## config.mk

```make
export PLATFORM = sky130hd
export DESIGN_NAME = hcl_ram
export DESIGN_NICKNAME = d
export VERILOG_FILES = /design/src/design/hcl_ram.sv
export SDC_FILE = /design/constraint.sdc
export NUM_CORES = 1
export LEC_CHECK = 0
export ABC_AREA = 1
export BUFFER_PORTS_ARGS = -buffer_cell sky130_fd_sc_hd__buf_4
export CAP_MARGIN = 10
export CORE_MARGIN = 5
export CORE_UTILIZATION = 55
export DETAILED_ROUTE_END_ITERATION = 8
export PLACE_DENSITY = 0.71
export SLEW_MARGIN = 20
export SYNTH_ARGS = -nofsm -noshare
export SYNTH_HDL_FRONTEND = slang
export SYNTH_SLANG_ARGS = --single-unit
```

## constraint.sdc

```tcl
create_clock -name clock -period 1.6 [get_ports clock]
set_input_delay 0 -clock clock [delete_from_list [all_inputs] [get_ports clock]]
set_output_delay 0 -clock clock [all_outputs]
set_load 0.02 [all_outputs]
```

## src/design/hcl_ram.sv

```systemverilog
`timescale 1ns / 1ps
// ----------------------------------------------------------------------------
// hcl_ram: generic single-clock RAM
// One write port and one read port, read data registered (old data returned
// when reading the address written in the same cycle).
// ----------------------------------------------------------------------------
module hcl_ram #(
   parameter int Width = 8,
   parameter int Depth = 16
) (
   input  logic                     clock,
   input  logic                     wr_en,
   input  logic [$clog2(Depth)-1:0] wr_addr,
   input  logic [Width-1:0]         wr_data,
   input  logic                     rd_en,
   input  logic [$clog2(Depth)-1:0] rd_addr,
   output logic [Width-1:0]         rd_data
);

   logic [Width-1:0] mem_ff [Depth];
   logic [Width-1:0] rd_data_ff;

   always_ff @(posedge clock) begin
      if (wr_en) begin
         mem_ff[wr_addr] <= wr_data;
      end
      if (rd_en) begin
         rd_data_ff <= mem_ff[rd_addr];
      end
   end

   assign rd_data = rd_data_ff;

endmodule

```

==> key figures <==
Run status
  • Status: finished clean

Worst setup path
  • Startpoint Class: flop
  • R2R setup slack: 0.46 ns
  • Crit path depth: 6
  • CP max-delay cell: edfxtp_1
  • CP cell instances: inv_1 -> nand2_1 -> nand3_1 -> nand3_1 -> nand3_1 -> nand2_1
  • Data required, critical path: 1.88 ns
  • CP Class: flop to flop
  • CP peak stage delay: 0.38 ns
  • Crit path max-delay family: simple AND/OR/NAND/NOR gates
  • Crit path arrival time: 1.41 ns
  • R2R cell count: 6
  • Crit. End Element: flop
  • Most frequent cell on the critical path: nand3_1
  • Buffer and inverter count on the worst path: 1
  • Crit-path max FO: 1

Finish
  • Synth-to-Final Area Change: 18.25%
  • Fillers: 807
  • Footprint of the multi-input gates: 1214 um^2
  • Layout cells sized above 1: 12.36%
  • Sequential cell area: 4084 um^2
  • Ant diodes: 0
  • Most common cell after layout, fill and taps aside: nand2_1
  • Most frequent cells in the layout: nand2_1 (173), edfxtp_1 (136), inv_1 (100), nand3_1 (97), buf_4 (46)
  • # nets final: 623
  • Finished Layout Cells: 751

Floorplanning
  • Core area: 10,370 um^2
  • Ports: 27
  • Die Wd: 113.1 um
  • Die Area: 12,790 um^2
  • Die Ht: 113.1 um
  • Site Rows: 37
  • Initial Utilization: 56.38%

Clock network
  • Clock sink total: 136
  • Number of gates resized after CTS: 0
  • Clock Path Buffers: 2
  • Num CTS Buffers: 17
  • Clock-pin slew on the worst setup and hold paths: 0.06 ns
  • CTS tree: built
  • Worst skew pair latency: 0.52 ns
  • Max H-tree Level: 4
  • Clk root buf: clkbuf_8
  • Post-CTS Setup Bufs: 0

Power and ir drop
  • Switching share of power: 20.83%
  • Cell Int Power: 0.006688 W
  • Clock network fraction of total power: 45.6%
  • Flop pwr share: 47.8%
  • Logic pwr share: 6.5%
  • Max IR drop VDD: 0.7538 mV
  • Sw power: 0.001759 W
  • Lkg Pwr: 3.005 nW
  • P per Cell Area: 1222 nW/um^2

STA
  • Final setup margin: 0.4644 ns
  • Worst relative slew slack: 73.39%
  • RSZ-0062 raised after global routing: no
  • Setup violators final: 0
  • Final setup TNS: 0 ns
  • Hold Fails Final Rpt: 0
  • Fin crit period: 1.136 ns
  • FMAX: 880.6 MHz
  • Worst-Margin Slew: 0.3991 ns
  • Pins Over Slew Limit: 0
  • Setup Skew: 0.008485 ns
  • Fin crit share: 70.97%

Yosys
  • Area leader, netlist: edfxtp_1
  • Top cells by area, synth: edfxtp_1 (70%), nand2_1 (11%), nand3_1 (8.3%)
  • Area of the mapped netlist: 5847 um^2
  • Post-Syn Instances: 551
  • Area fraction of the dominant cell type after synthesis: 69.85%
  • Seq/Total Area, Yosys: 69.85%
  • Post-synth cell types: 11
  • Number of synthesized register bits: 136
  • Synth warn: 0
  • Syn nets: 570
  • Mean Syn Cell Area: 10.61 um^2

Placed design
  • # port buffers: 26
  • Dpl hpwl: 8.146 mm
  • Dpl cells: 711
  • Post-Place Setup Slack: 0.3288 ns
  • Routability cong.: 0.8538

Min path
  • Worst hold stages: 5
  • Hold crit path type: primary input to flop

Routing
  • DR pass1 iterations: 7
  • Number of nets with antenna violations after routing: 0
  • Routed wire length: 13.39 mm
  • DRT iter0 DRCs: 370
  • Number of remaining DRC errors: 0
  • WL per Instance: 17.83 um
  • Vias after detailed routing: 3,945
  • DR vias/cell: 5.253

Global routing
  • Vias in the first global route: 3,827
  • Global-route wire length before repair: 20.84 mm
  • Largest net degree at the start of global routing: 65
  • GRT Total Usage: 21.96%
  • Overflow after GRT: 0
  • Antenna violations before repair: 0

Job
  • Max_cap viols: 0
## final timing paths
path	from	endpoint
worst max register to register	mem_ff[10][2]	rd_data[2]
worst min-delay path	rd_addr[2]	rd_data[0]
worst max-delay path	mem_ff[10][2]	rd_data[2]
worst min register to register	mem_ff[4][5]	rd_data[5]
## flip-flops by register name (all words and copies together) (netlist names)
signal and count:
mem_ff 128, rd_data 8
## through the flow
stage          hold slack, ns  power (W)  area [um^2]  util (%)
2_1_floorplan         0.09887   0.004410         5847         -
3_3_place_gp           0.3138   0.004628         6236     60.14
3_5_place_dp           0.3185   0.004641         6236     60.14
4_1_cts               0.06465   0.008473         6914     66.67
5_1_grt                0.1221   0.008708         6914     66.67
6_report              0.09369   0.008447         6914     66.67
## cells by family (layout without fill, tap and decap cells)
logic type             count (synthesis)  in the layout  synth area share (%)
and+or+nand+nor                      289            289                 20.76
buffers and inverters                126            190                 9.394
DFF                                  136            136                 69.85
## tightest hold or removal path, stage by stage
cell,delay (ns)
buf_4,0.09
inv_1,0.13
nand3_1,0.13
nand3_1,0.08
nand2_1,0.07
## area by class of cell
cell class / instances / share of cell area, %
Multi-Input combinational cell: 289 / 17.55
Clock buffer: 19 / 6.098
Sequential cell: 136 / 59.07
Tap cell: 136 / 2.461
Inverter: 102 / 5.537
Timing Repair Buffer: 58 / 7.021
Clock inverter: 11 / 2.262
## power by group through the flow
| stage | sequential [W] | combinational [W] | clock (W) |
|---|---|---|---|
| after detailed placement | 0.00411 | 0.000527 | 0 |
| after global routing | 0.00405 | 0.000604 | 0.00406 |
| after floorplan | 0.00413 | 0.000281 | 0 |
| after global placement | 0.00411 | 0.000516 | 0 |
| final | 0.00404 | 0.000550 | 0.00386 |
| after CTS | 0.00404 | 0.000551 | 0.00388 |
## routing by layer
metal,GRT usage (%),vias up,routed length [um]
li1,-,1884,-
met1,29.99,1877,5613
met2,35.03,164,6627
met3,5.080,20,932
met4,7.452,0,219
met5,0,-,0
## cells in the mapped netlist, drive strengths merged
library cell and number:
nor2 17, nand3b 2, inv 102, nand2 173, nand3 97, buf 24
edfxtp 136
## timing repair
| action | CTS | global route |
|---|---|---|
| hold buffers | 10 | 0 |
| hold endpoints to repair | 144 | 0 |
| setup endpoints to repair | 0 | 0 |
Note: power is estimated with default switching activity, not from simulation.
